<file path="config.mk">
export PLATFORM = sky130hd
export DESIGN_NAME = address_range_carver_flat
export DESIGN_NICKNAME = d
export VERILOG_FILES = /design/src/hw/rtl/arc_pkg.sv /design/src/hw/rtl/arc_if.sv /design/src/hw/rtl/arc_table.sv /design/src/hw/rtl/address_range_carver.sv /design/src/flat_wrapper.sv
export VERILOG_INCLUDE_DIRS = /design/src /design/src/hw/rtl
export SDC_FILE = /design/constraint.sdc
export NUM_CORES = 2
export LEC_CHECK = 0
export BUFFER_PORTS_ARGS = -buffer_cell sky130_fd_sc_hd__buf_2
export CORE_UTILIZATION = 56
export DETAILED_ROUTE_END_ITERATION = 10
export PLACE_DENSITY = 0.81
export SLEW_MARGIN = 20
export SYNTH_ARGS = -nofsm -noshare
export SYNTH_HDL_FRONTEND = slang
export SYNTH_SLANG_ARGS = --single-unit
</file>
<file path="constraint.sdc">
create_clock -name clk_i -period 12.7 [get_ports clk_i]
set_input_delay 1.27 -clock clk_i [delete_from_list [all_inputs] [get_ports clk_i]]
set_output_delay 1.27 -clock clk_i [all_outputs]
set_load 0.02 [all_outputs]
</file>
<file path="src/hw/rtl/assert_macros.svh">
`ifndef ASSERT_MACROS_SVH
`define ASSERT_MACROS_SVH

// checked only while out of reset
`define ARC_ASSERT(name, prop, msg) \
  name: assert property (@(posedge clk_i) disable iff (!rst_ni) (prop)) else $error(msg);

// checked during reset as well
`define ARC_ASSERT_RST(name, prop, msg) \
  name: assert property (@(posedge clk_i) (prop)) else $error(msg);

`endif

</file>
<file path="src/hw/rtl/arc_pkg.sv">
package arc_pkg;

  localparam int unsigned MaxExcludes = 16;
  localparam int unsigned IdxW = (MaxExcludes > 1) ? $clog2(MaxExcludes) : 1;
  localparam int unsigned CntW = $clog2(MaxExcludes + 1);
  localparam int unsigned AddrW = 32;
  localparam int unsigned CfgIdxW = 1;

  localparam logic [AddrW-1:0] WindowLowReset = 32'h8000_0000;
  localparam logic [AddrW-1:0] WindowHighReset = 32'h8180_0000;

  typedef enum logic [1:0] {
    ModeClear,
    ModeAdd,
    ModeCarve,
    ModeNone
  } mode_e;

  typedef enum logic [1:0] {
    StatusOk,
    StatusFull,
    StatusBadRange
  } status_e;

  typedef enum logic [CfgIdxW-1:0] {
    CfgWindowLow,
    CfgWindowHigh
  } cfg_reg_e;

  typedef enum logic [2:0] {
    StIdle,
    StEval,
    StAdd,
    StCarve,
    StTail,
    StFin
  } state_e;

  typedef struct packed {
    logic             en;
    logic [IdxW-1:0]  idx;
    logic [AddrW-1:0] range_start;
    logic [AddrW-1:0] range_end;
  } tbl_wr_t;

endpackage

</file>
<file path="src/hw/rtl/arc_if.sv">
interface arc_req_if;
  import arc_pkg::*;

  logic             valid;
  logic             ready;
  logic [1:0]       mode;
  logic [AddrW-1:0] range_start;
  logic [AddrW-1:0] range_end;

  modport source (output valid, output mode, output range_start, output range_end,
                  input ready);
  modport sink (input valid, input mode, input range_start, input range_end,
                output ready);
endinterface

interface arc_rsp_if;
  import arc_pkg::*;

  logic             valid;
  logic             ready;
  logic [1:0]       status;
  logic [AddrW-1:0] span_start;
  logic [AddrW-1:0] span_end;
  logic             span_valid;
  logic             last;

  modport source (output valid, output status, output span_start, output span_end,
                  output span_valid, output last, input ready);
  modport sink (input valid, input status, input span_start, input span_end,
                input span_valid, input last, output ready);
endinterface

</file>
<file path="src/hw/rtl/arc_table.sv">
module arc_table (
  input  logic                      clk_i,
  input  arc_pkg::tbl_wr_t          wr_i,
  input  logic [arc_pkg::IdxW-1:0]  rd_idx_i,
  output logic [arc_pkg::AddrW-1:0] rd_start_o,
  output logic [arc_pkg::AddrW-1:0] rd_end_o
);
  import arc_pkg::*;

  logic [AddrW-1:0] starts_q [MaxExcludes];
  logic [AddrW-1:0] ends_q   [MaxExcludes];

  always_ff @(posedge clk_i) begin
    if (wr_i.en) begin
      starts_q[wr_i.idx] <= wr_i.range_start;
      ends_q[wr_i.idx]   <= wr_i.range_end;
    end
  end

  assign rd_start_o = starts_q[rd_idx_i];
  assign rd_end_o   = ends_q[rd_idx_i];

endmodule

</file>
<file path="src/hw/rtl/address_range_carver.sv">
// address_range_carver
// Keeps up to MaxExcludes exclusion ranges sorted by start address and
// carves regions against them.
// req_i: one request per handshake, mode clear, add or carve, with an
// address range [range_start, range_end). Mode three is dropped silently.
// rsp_o: result items; clear, add and rejected requests give one, carve
// one per leftover sub-span (last on the final one) or a single empty result.
// cfg_we_i/cfg_idx_i/cfg_data_i: window_low and window_high, written idle.
// Timing: a request is taken in the idle state, evaluated the next cycle.
// Clear and rejected requests finish in evaluation once the output is free.
// An add shifts the table one entry a cycle past each entry above the new
// start, then writes the new entry once the output is free. A carve walks
// one table entry a cycle through a single compare unit while not stalled,
// then the tail and final results; one result leaves per cycle at most.
// A pending span register and the output register hold two results; a
// stalled receiver stops the walk when a third result is found. The next
// request is taken while the last result of the previous one still waits.
// Reset clears the table count, the output register and sets the window to
// 0x80000000 .. 0x81800000. The table contents need no reset.
`include "assert_macros.svh"

module address_range_carver (
  input  logic                        clk_i,
  input  logic                        rst_ni,
  arc_req_if.sink                     req_i,
  arc_rsp_if.source                   rsp_o,
  input  logic                        cfg_we_i,
  input  logic [arc_pkg::CfgIdxW-1:0] cfg_idx_i,
  input  logic [arc_pkg::AddrW-1:0]   cfg_data_i
);
  import arc_pkg::*;

  state_e           state_q, state_d;
  mode_e            mode_q, mode_d;
  logic [AddrW-1:0] s_q, s_d, e_q, e_d;
  logic [AddrW-1:0] win_lo_q, win_hi_q;
  logic [CntW-1:0]  excl_count_q, excl_count_d;
  logic [IdxW-1:0]  pos_q, pos_d;
  logic [CntW-1:0]  idx_q, idx_d;
  logic [AddrW-1:0] cursor_q, cursor_d;
  logic             pend_v_q, pend_v_d;
  logic [AddrW-1:0] pend_s_q, pend_s_d, pend_e_q, pend_e_d;

  logic             out_valid_q, out_valid_d;
  status_e          out_status_q, out_status_d;
  logic [AddrW-1:0] out_s_q, out_s_d, out_e_q, out_e_d;
  logic             out_sv_q, out_sv_d, out_last_q, out_last_d;

  logic             out_free, push, push_sv, push_last;
  status_e          push_status;
  logic [AddrW-1:0] push_s, push_e;
  logic             good, skip, gap;
  logic             in_walk;

  tbl_wr_t          tbl_wr;
  logic [IdxW-1:0]  rd_idx;
  logic [AddrW-1:0] rd_start, rd_end;

  arc_table u_table (
    .clk_i      (clk_i),
    .wr_i       (tbl_wr),
    .rd_idx_i   (rd_idx),
    .rd_start_o (rd_start),
    .rd_end_o   (rd_end)
  );

  assign out_free = !out_valid_q || rsp_o.ready;
  assign good     = (s_q >= win_lo_q) && (e_q <= win_hi_q) && (s_q < e_q);
  assign skip     = (rd_end <= cursor_q) || (rd_start >= e_q);
  assign gap      = !skip && (rd_start > cursor_q);
  assign rd_idx   = (state_q == StAdd) ? (pos_q - IdxW'(1)) : idx_q[IdxW-1:0];
  assign in_walk  = (state_q == StCarve) || (state_q == StTail) || (state_q == StFin);

  assign req_i.ready = (state_q == StIdle);

  always_comb begin
    state_d      = state_q;
    mode_d       = mode_q;
    s_d          = s_q;
    e_d          = e_q;
    excl_count_d = excl_count_q;
    pos_d        = pos_q;
    idx_d        = idx_q;
    cursor_d     = cursor_q;
    pend_v_d     = pend_v_q;
    pend_s_d     = pend_s_q;
    pend_e_d     = pend_e_q;
    push         = 1'b0;
    push_status  = StatusOk;
    push_s       = '0;
    push_e       = '0;
    push_sv      = 1'b0;
    push_last    = 1'b1;
    tbl_wr       = '0;

    unique case (state_q)
      StIdle: begin
        if (req_i.valid) begin
          mode_d  = mode_e'(req_i.mode);
          s_d     = req_i.range_start;
          e_d     = req_i.range_end;
          state_d = StEval;
        end
      end
      StEval: begin
        unique case (mode_q)
          ModeNone: state_d = StIdle;
          ModeClear: begin
            if (out_free) begin
              push         = 1'b1;
              excl_count_d = '0;
              state_d      = StIdle;
            end
          end
          ModeAdd, ModeCarve: begin
            if (!good) begin
              if (out_free) begin
                push        = 1'b1;
                push_status = StatusBadRange;
                state_d     = StIdle;
              end
            end else if (mode_q == ModeCarve) begin
              cursor_d = s_q;
              idx_d    = '0;
              pend_v_d = 1'b0;
              state_d  = StCarve;
            end else if (excl_count_q >= CntW'(MaxExcludes)) begin
              if (out_free) begin
                push        = 1'b1;
                push_status = StatusFull;
                state_d     = StIdle;
              end
            end else begin
              pos_d   = excl_count_q[IdxW-1:0];
              state_d = StAdd;
            end
          end
        endcase
      end
      StAdd: begin
        if (pos_q != '0 && rd_start > s_q) begin
          tbl_wr = '{en: 1'b1, idx: pos_q, range_start: rd_start, range_end: rd_end};
          pos_d  = pos_q - IdxW'(1);
        end else if (out_free) begin
          tbl_wr       = '{en: 1'b1, idx: pos_q, range_start: s_q, range_end: e_q};
          excl_count_d = excl_count_q + CntW'(1);
          push         = 1'b1;
          state_d      = StIdle;
        end
      end
      StCarve: begin
        if (idx_q < excl_count_q && cursor_q < e_q) begin
          if (!(gap && pend_v_q && !out_free)) begin
            if (gap) begin
              push      = pend_v_q;
              push_s    = pend_s_q;
              push_e    = pend_e_q;
              push_sv   = 1'b1;
              push_last = 1'b0;
              pend_v_d  = 1'b1;
              pend_s_d  = cursor_q;
              pend_e_d  = rd_start;
            end
            if (!skip && rd_end > cursor_q) begin
              cursor_d = rd_end;
            end
            idx_d = idx_q + CntW'(1);
          end
        end else begin
          state_d = StTail;
        end
      end
      StTail: begin
        if (cursor_q < e_q) begin
          if (!(pend_v_q && !out_free)) begin
            push      = pend_v_q;
            push_s    = pend_s_q;
            push_e    = pend_e_q;
            push_sv   = 1'b1;
            push_last = 1'b0;
            pend_v_d  = 1'b1;
            pend_s_d  = cursor_q;
            pend_e_d  = e_q;
            state_d   = StFin;
          end
        end else begin
          state_d = StFin;
        end
      end
      StFin: begin
        if (out_free) begin
          push     = 1'b1;
          push_sv  = pend_v_q;
          push_s   = pend_v_q ? pend_s_q : '0;
          push_e   = pend_v_q ? pend_e_q : '0;
          pend_v_d = 1'b0;
          state_d  = StIdle;
        end
      end
      default: state_d = StIdle;
    endcase
  end

  always_comb begin
    out_valid_d  = out_valid_q;
    out_status_d = out_status_q;
    out_s_d      = out_s_q;
    out_e_d      = out_e_q;
    out_sv_d     = out_sv_q;
    out_last_d   = out_last_q;
    if (push) begin
      out_valid_d  = 1'b1;
      out_status_d = push_status;
      out_s_d      = push_s;
      out_e_d      = push_e;
      out_sv_d     = push_sv;
      out_last_d   = push_last;
    end else if (rsp_o.ready) begin
      out_valid_d = 1'b0;
    end
  end

  always_ff @(posedge clk_i or negedge rst_ni) begin
    if (!rst_ni) begin
      state_q      <= StIdle;
      excl_count_q <= '0;
      pend_v_q     <= 1'b0;
      out_valid_q  <= 1'b0;
      win_lo_q     <= WindowLowReset;
      win_hi_q     <= WindowHighReset;
    end else begin
      state_q      <= state_d;
      excl_count_q <= excl_count_d;
      pend_v_q     <= pend_v_d;
      out_valid_q  <= out_valid_d;
      if (cfg_we_i) begin
        unique case (cfg_reg_e'(cfg_idx_i))
          CfgWindowLow:  win_lo_q <= cfg_data_i;
          CfgWindowHigh: win_hi_q <= cfg_data_i;
        endcase
      end
    end
  end

  always_ff @(posedge clk_i) begin
    mode_q       <= mode_d;
    s_q          <= s_d;
    e_q          <= e_d;
    pos_q        <= pos_d;
    idx_q        <= idx_d;
    cursor_q     <= cursor_d;
    pend_s_q     <= pend_s_d;
    pend_e_q     <= pend_e_d;
    out_status_q <= out_status_d;
    out_s_q      <= out_s_d;
    out_e_q      <= out_e_d;
    out_sv_q     <= out_sv_d;
    out_last_q   <= out_last_d;
  end

  assign rsp_o.valid      = out_valid_q;
  assign rsp_o.status     = out_status_q;
  assign rsp_o.span_start = out_s_q;
  assign rsp_o.span_end   = out_e_q;
  assign rsp_o.span_valid = out_sv_q;
  assign rsp_o.last       = out_last_q;

  `ARC_ASSERT(a_count_bound, excl_count_q <= CntW'(MaxExcludes), "exclusion count overflow")
  `ARC_ASSERT(a_add_room, (state_q == StAdd) |-> excl_count_q < CntW'(MaxExcludes), "table full")
  `ARC_ASSERT(a_push_free, push |-> out_free, "result overwrites a waiting result")
  `ARC_ASSERT(a_pend_carve, pend_v_q |-> in_walk, "pending span outside carve")
  `ARC_ASSERT_RST(a_reset_idle, !rst_ni |=> (state_q == StIdle && !out_valid_q), "busy in reset")

endmodule

</file>
<file path="src/flat_wrapper.sv">
// flat-port wrapper written by rule: the top's interface ports become plain ports
module address_range_carver_flat import arc_pkg::*;
  (clk_i, rst_ni, cfg_we_i, cfg_idx_i, cfg_data_i, req_i_valid, req_i_mode, req_i_range_start, req_i_range_end, req_i_ready, rsp_o_valid, rsp_o_status, rsp_o_span_start, rsp_o_span_end, rsp_o_span_valid, rsp_o_last, rsp_o_ready);
  arc_req_if req_i_i ();
  arc_rsp_if rsp_o_i ();
  input  logic clk_i;
  input  logic rst_ni;
  input  logic cfg_we_i;
  input  logic [arc_pkg::CfgIdxW-1:0] cfg_idx_i;
  input  logic [arc_pkg::AddrW-1:0] cfg_data_i;
  input wire logic [$bits(req_i_i.valid)-1:0] req_i_valid;
  input wire logic [$bits(req_i_i.mode)-1:0] req_i_mode;
  input wire logic [$bits(req_i_i.range_start)-1:0] req_i_range_start;
  input wire logic [$bits(req_i_i.range_end)-1:0] req_i_range_end;
  output wire logic [$bits(req_i_i.ready)-1:0] req_i_ready;
  output wire logic [$bits(rsp_o_i.valid)-1:0] rsp_o_valid;
  output wire logic [$bits(rsp_o_i.status)-1:0] rsp_o_status;
  output wire logic [$bits(rsp_o_i.span_start)-1:0] rsp_o_span_start;
  output wire logic [$bits(rsp_o_i.span_end)-1:0] rsp_o_span_end;
  output wire logic [$bits(rsp_o_i.span_valid)-1:0] rsp_o_span_valid;
  output wire logic [$bits(rsp_o_i.last)-1:0] rsp_o_last;
  input wire logic [$bits(rsp_o_i.ready)-1:0] rsp_o_ready;
  assign req_i_i.valid = req_i_valid;
  assign req_i_i.mode = req_i_mode;
  assign req_i_i.range_start = req_i_range_start;
  assign req_i_i.range_end = req_i_range_end;
  assign req_i_ready = req_i_i.ready;
  assign rsp_o_valid = rsp_o_i.valid;
  assign rsp_o_status = rsp_o_i.status;
  assign rsp_o_span_start = rsp_o_i.span_start;
  assign rsp_o_span_end = rsp_o_i.span_end;
  assign rsp_o_span_valid = rsp_o_i.span_valid;
  assign rsp_o_last = rsp_o_i.last;
  assign rsp_o_i.ready = rsp_o_ready;
  address_range_carver u_core (.clk_i(clk_i), .rst_ni(rst_ni), .req_i(req_i_i), .rsp_o(rsp_o_i), .cfg_we_i(cfg_we_i), .cfg_idx_i(cfg_idx_i), .cfg_data_i(cfg_data_i));
endmodule
</file>
# After elaboration in Yosys (flattened, before gate mapping)
# Memory sizes are Yosys's and may differ from the RTL's.
# Index checks and enable logic that the tools add are counted.
# op_classes
n_addsub	3
n_lt_le_gt_ge	11
eq_ne	28
muxes	111
bitwise	1
n_reduce_logical	34
# ops
cell	count
32-bit two-way mux	30
69-bit two-way mux	3
32-bit case mux with 2 select lines	3
32-bit case mux with 3 select lines	2
32-bit greater-than comparator	3
32-bit greater-or-equal comparator	2
32-bit less-or-equal comparator	2
32-bit < comparator	2
5-bit two-way mux	9
1-bit two-way mux	35
3-bit two-way mux	9
4-bit two-way mux	6
2-bit != test (second input constant)	12
5-bit case mux with 2 select lines	2
3-bit case mux with 6 select lines	1
6-bit AND reduction	3
2-bit by 1-bit != test with 1-bit output (second input constant)	7
5-bit by 1-bit adder with 5-bit output (second input constant)	2
10-bit AND reduction	1
1-bit logical AND	9
3-bit case mux with 3 select lines	1
2-bit two-way mux	4
4-bit case mux with 2 select lines	1
2-bit AND reduction	4
24 further kinds	35
# totals
reg_bits	313
ram_bits	1024
inputBits	104
out_inout_bits	70
wordCells	209
memories	2
# mem_list
memory	depth	word_bits	read_ports	rd_ports_with_merged_regs	wr	line_no	text
u_core.u_table.ends_q	16	32	1	0	1	arc_table.sv:11	logic [AddrW-1:0] ends_q [MaxExcludes];
u_core.u_table.starts_q	16	32	1	0	1	arc_table.sv:10	logic [AddrW-1:0] starts_q [MaxExcludes];

# Longest topological paths before layout
# An unclocked memory read counts as a cell.
# depth
depth_word	13
depth_mapped	22
mapped_depth_nobuf	17

# Cells and area by module
# A second synthesis with hierarchy kept.
# hier_totals
cells_unflattened	3184
area_unflattened_um2	56777.0
# by_module_without_submodules
module	n_inst	cells_each	area_per_inst_um2	seq_area_each_um2
arc_table	1	1583	38300.5	30749.5
address_range_carver	1	1601	18476.5	9033.7

# Worst setup path before layout
# OpenSTA, ideal clock, no wires.
# synth_timing
kind	reg2reg
startpoint	register u_core.state_q[2]
endpoint	memory u_core.u_table.ends_q[3][0], enable pin
setup_ns	0.565
t_arrival_ns	8.022
required_time_ns	12.135
path_slack_ns	4.114
path_stages_with_launch	19
n_path_buf	3
period_less_slack_ns	8.586
cell_sequence	dfrtp_1 > buf_2 > nor2_1 > nand2_1 > o21ai_2 > buf_4 > buf_6 > mux4_2 > mux2i_1 > mux2i_1 > ha_1 > nand4_1 > nor4_1 > nand4_1 > a31oi_1 > a31oi_2 > a21oi_1 > nand3_1 > nor3_1
# synth_via
elab_chain_cells	9
# synth_lines
item	line_no	text
from (decl)	address_range_carver.sv:33	state_e state_q, state_d;
from (signal assigned)	address_range_carver.sv:225	state_q <= StIdle;
from (signal assigned)	address_range_carver.sv:232	state_q <= state_d;
3-bit by 2-bit equality test with 1-bit output (*)	address_range_carver.sv:71, address_range_carver.sv:96	
4-bit two-way mux	address_range_carver.sv:71	assign rd_idx = (state_q == StAdd) ? (pos_q - IdxW'(1)) : idx_q[IdxW-1:0];
memory 16 x 32 bit	-	
32-bit greater-than comparator	address_range_carver.sv:141	if (pos_q != '0 && rd_start > s_q) begin
1-bit logical AND	address_range_carver.sv:141	
69-bit two-way mux	address_range_carver.sv:141	
69-bit two-way mux (*)	address_range_carver.sv:96	unique case (state_q)
1-bit two-way mux	arc_table.sv:14	if (wr_i.en) begin
1-bit two-way mux (not written as such)	arc_table.sv:16	ends_q[wr_i.idx] <= wr_i.range_end;
to (decl)	arc_table.sv:11	
# Mark *: on every way between the ends. The rest lies on a longest branch, timed or not.

# Worst setup path after layout
# layout_timing
startpoint	register u_core.state_q[1]
endpoint	memory u_core.u_table.ends_q[7][23], enable pin
# Same word-level chain as after synthesis.

==> out/qor.txt <==
Mean Syn Cell Area: 17.9 sq um
Critical Path End Type: register
drt pass-1 iters: 6
Avg WL per Cell: 29.8 um
Worst Path Arrival: 8.94 ns
H-tree levels: 4
post-synthesis mux area share: 0.151
first-pass GRT wire length: 216,000 um
Switching Share: 0.324
power per cell area: 202 nW/um^2
Post-CTS Hold Buffers: 0
Setup Viol. Count Final: 0
final HPWL from detailed placement: 86,900 um
clock sink count: 1,337
final period utilization: 0.675
CTS max path bufs: 3
synth-to-layout area growth: 12.0%
initial antenna violation count: 6
cell area after synthesis: 58,200 sq um
Root Buffer: clkbuf_16
Resized Gates After CTS: 0
Remaining Overflow, GRT: 0
status: complete, no violations
post-route clock skew: 0.0246 ns
share of layout cells above drive strength 1: 0.246
Synth Net Count: 3,630
post-synthesis adder-cell area fraction: 0.0572
Leak: 22.8 nW
Comb pwr share: 0.300
Yosys warning count: 0
Synth Flop Type: edfxtp_1
nets: 3,900
clock share of power: 0.294
CTS tree: built
Post-Place Worst Slack: 4.26 ns
largest net degree at the start of global routing: 157
fin. max-slew vios: 0
f_max: 0.117 GHz
EDFF count, synth: 1,263
Rows: 117
antenna viol nets, final: 0
setup bufs post-CTS: 0
XOR/XNOR Fraction of Synth Area: 0.00120
vias in the first global route: 32,500
DR vias: 32,300
peak supply drop: 0.208 mV
initial core utilization: 0.568
final worst slack: 4.12 ns
critical path class: reg2reg
Compound-Gate Fraction of Synth Area: 0.0398
Yosys reg bits: 1,337
Cell Chain, Critical Path: nand2_1 -> o21ai_4 -> buf_12 -> buf_12 -> mux4_2 -> mux2i_1 -> mux2i_1 -> ha_1 -> nand4_1 -> nor4_1 -> nand4_1 -> a31oi_1 -> a31oi_2 -> a21oi_1 -> nand3_1 -> nor2b_4 -> buf_4
async set-reset flop share out of synthesis: 0.0553
Synth cell types: 65
Hold Fails Final Rpt: 0
Pint: 8.90 mW
Routability Congestion: 0.916
commonest non-fill, non-tap cell in the layout: edfxtp_1
Mapped Cells: 3,260
HP Class: in2async
DR vias/cell: 6.46
Worst Tran Pin Value: 1.20 ns
Die ar.: 105,000 sq um
clk slew on worst S/H paths: 0.06 ns
RSZ-0062 raised after global routing: false
CTS Buf Count: 136
Max Cap Viol: 0
Vert. Die Dim: 324 um
CP max stage cell: buf_4
Post-Synth Simple-Gate Area: 0.0426
worst endpoint required time: 13.06 ns
Clock Latency Late Sink: 0.76 ns
total track usage: 0.285
maximum fanout along the worst path: 111
commonest cells after routing, fill and taps aside: edfxtp_1, ha_1, mux4_2
# IOs: 174
relative slew slack: 0.198
Tmin final: 8.58 ns
I/O Buffers: 173
die width: 324 um
Seq pwr share: 0.406
main combinational cell family by area after synthesis: multiplexers
DR iter-0 viols: 4,055
core area: 102,000 sq um
WL final: 149,000 um
Startpoint Class: register
P_sw: 4.28 mW
sequential share of the synthesized area: 0.683
crit-path max cell delay: 0.95 ns
DRC viols: 0
total negative slack: 0 ns
==> area by class of cell <==
cell class	count	area [sq um]
clock inverters	81	717
inverters	175	657
flip-flops and latches	1337	39800
fillers	6763	37300
multi-input cells	1619	17200
diodes	1	2.50
well taps	1368	1710
repair buffers	261	1570
clock buffers	164	3570
==> through the flow <==
| step | std cells | instance area, sq um | hold WS, ns | power [mW] | util |
|---|---|---|---|---|---|
| 2_1_floorplan | 3260 | 58200 | 0.457 | 7.96 | - |
| 3_3_place_gp | 4760 | 60900 | 0.490 | 9.18 | 0.594 |
| 3_5_place_dp | 4760 | 60900 | 0.490 | 9.26 | 0.594 |
| 4_1_cts | 5005 | 65200 | 0.414 | 13.2 | 0.636 |
| 5_1_grt | 5005 | 65200 | 0.451 | 13.7 | 0.636 |
| 6_report | 5006 | 65200 | 0.436 | 13.2 | 0.636 |
==> path summary, 6_finish.rpt <==
kind	startpoint	end	slack (ns)	depth (start not counted)
hold / removal	rst_ni	u_core.win_hi_q[17]	0.44	1
setup reg to reg	u_core.state_q[1]	u_core.u_table.ends_q[7][23]	4.12	17
hold reg to reg	u_core.cursor_q[24]	u_core.pend_s_q[24]	0.50	0
max in group asynchronous	rst_ni	u_core.win_lo_q[9]	11.16	2
setup / recovery	u_core.state_q[1]	u_core.u_table.ends_q[7][23]	4.12	17
min in group clk_i	u_core.cursor_q[24]	u_core.pend_s_q[24]	0.50	0
==> routing by layer <==
layer / vias up / GRT usage / part of all wire
met1: 16400 / 0.373 / 0.37
met3: 368 / 0.0767 / 0.11
met2: 2024 / 0.446 / 0.47
met4: 4 / 0.133 / 0.046
li1: 13500 / - / -
met5: - / 0 / 0.00019
==> critical path, delay by kind of cell (launching register included) <==
kind | cells | cell delay (ns)
buf+inv | 3 | 2.21
fa+ha+maj | 1 | 0.44
mux | 3 | 0.98
simple gates | 6 | 2.53
flops | 1 | 0.73
compound gates | 4 | 0.98
==> synth_stat cells, types with 26 or more instances <==
cell,count,area [sq um]
nand3_1,39,195
mux2_2,95,1070
edfxtp_1,1263,37900
mux2i_1,195,1950
dfrtp_1,70,1750
mux4_2,256,5770
a21o_1,26,195
inv_1,175,657
a21oi_1,93,465
nor2_4,50,563
nor2_1,54,203
ha_1,266,3330
a22o_1,64,561
nand4_1,46,288
buf_2,62,310
o21ai_0,71,355
clkbuf_1,31,116
nand2_1,162,608
==> power groups by stage <==
stage | Sequential (mW) | Combinational, mW | Clock [mW]
finish | 5.35 | 3.96 | 3.87
global route | 5.36 | 4.24 | 4.06
CTS | 5.34 | 3.91 | 3.91
detailed placement | 5.43 | 3.84 | 0
global placement | 5.42 | 3.76 | 0
floorplan | 5.40 | 2.56 | 0
==> state kept, by name, indices dropped and copies added, names as in the netlist, 2 cells and up <==
signal	cells
u_core.u_table.starts_q	512
u_core.win_hi_q	32
u_core.rsp_o.span_start	32
u_core.pend_e_q	32
u_core.idx_q	5
u_core.e_q	32
u_core.rsp_o.status	2
u_core.u_table.ends_q	512
u_core.s_q	32
u_core.state_q	3
u_core.pend_s_q	32
u_core.cursor_q	32
u_core.pos_q	4
u_core.excl_count_q	5
u_core.win_lo_q	32
u_core.mode_q	2
u_core.rsp_o.span_end	32
==> cell families (layout without fill, tap and decap cells) <==
kind of cell               after synthesis  in the layout
other                                    0              1
and+or+nand+nor                        449            449
AOI/OAI and AO/OA                      348            348
xor gates and xnor gates                 8              8
buffers and inverters                  304            681
muxes                                  548            548
adders and majority gates              266            266
DFF                                   1337           1337
No activity file was read; power rests on OpenSTA's default activity.
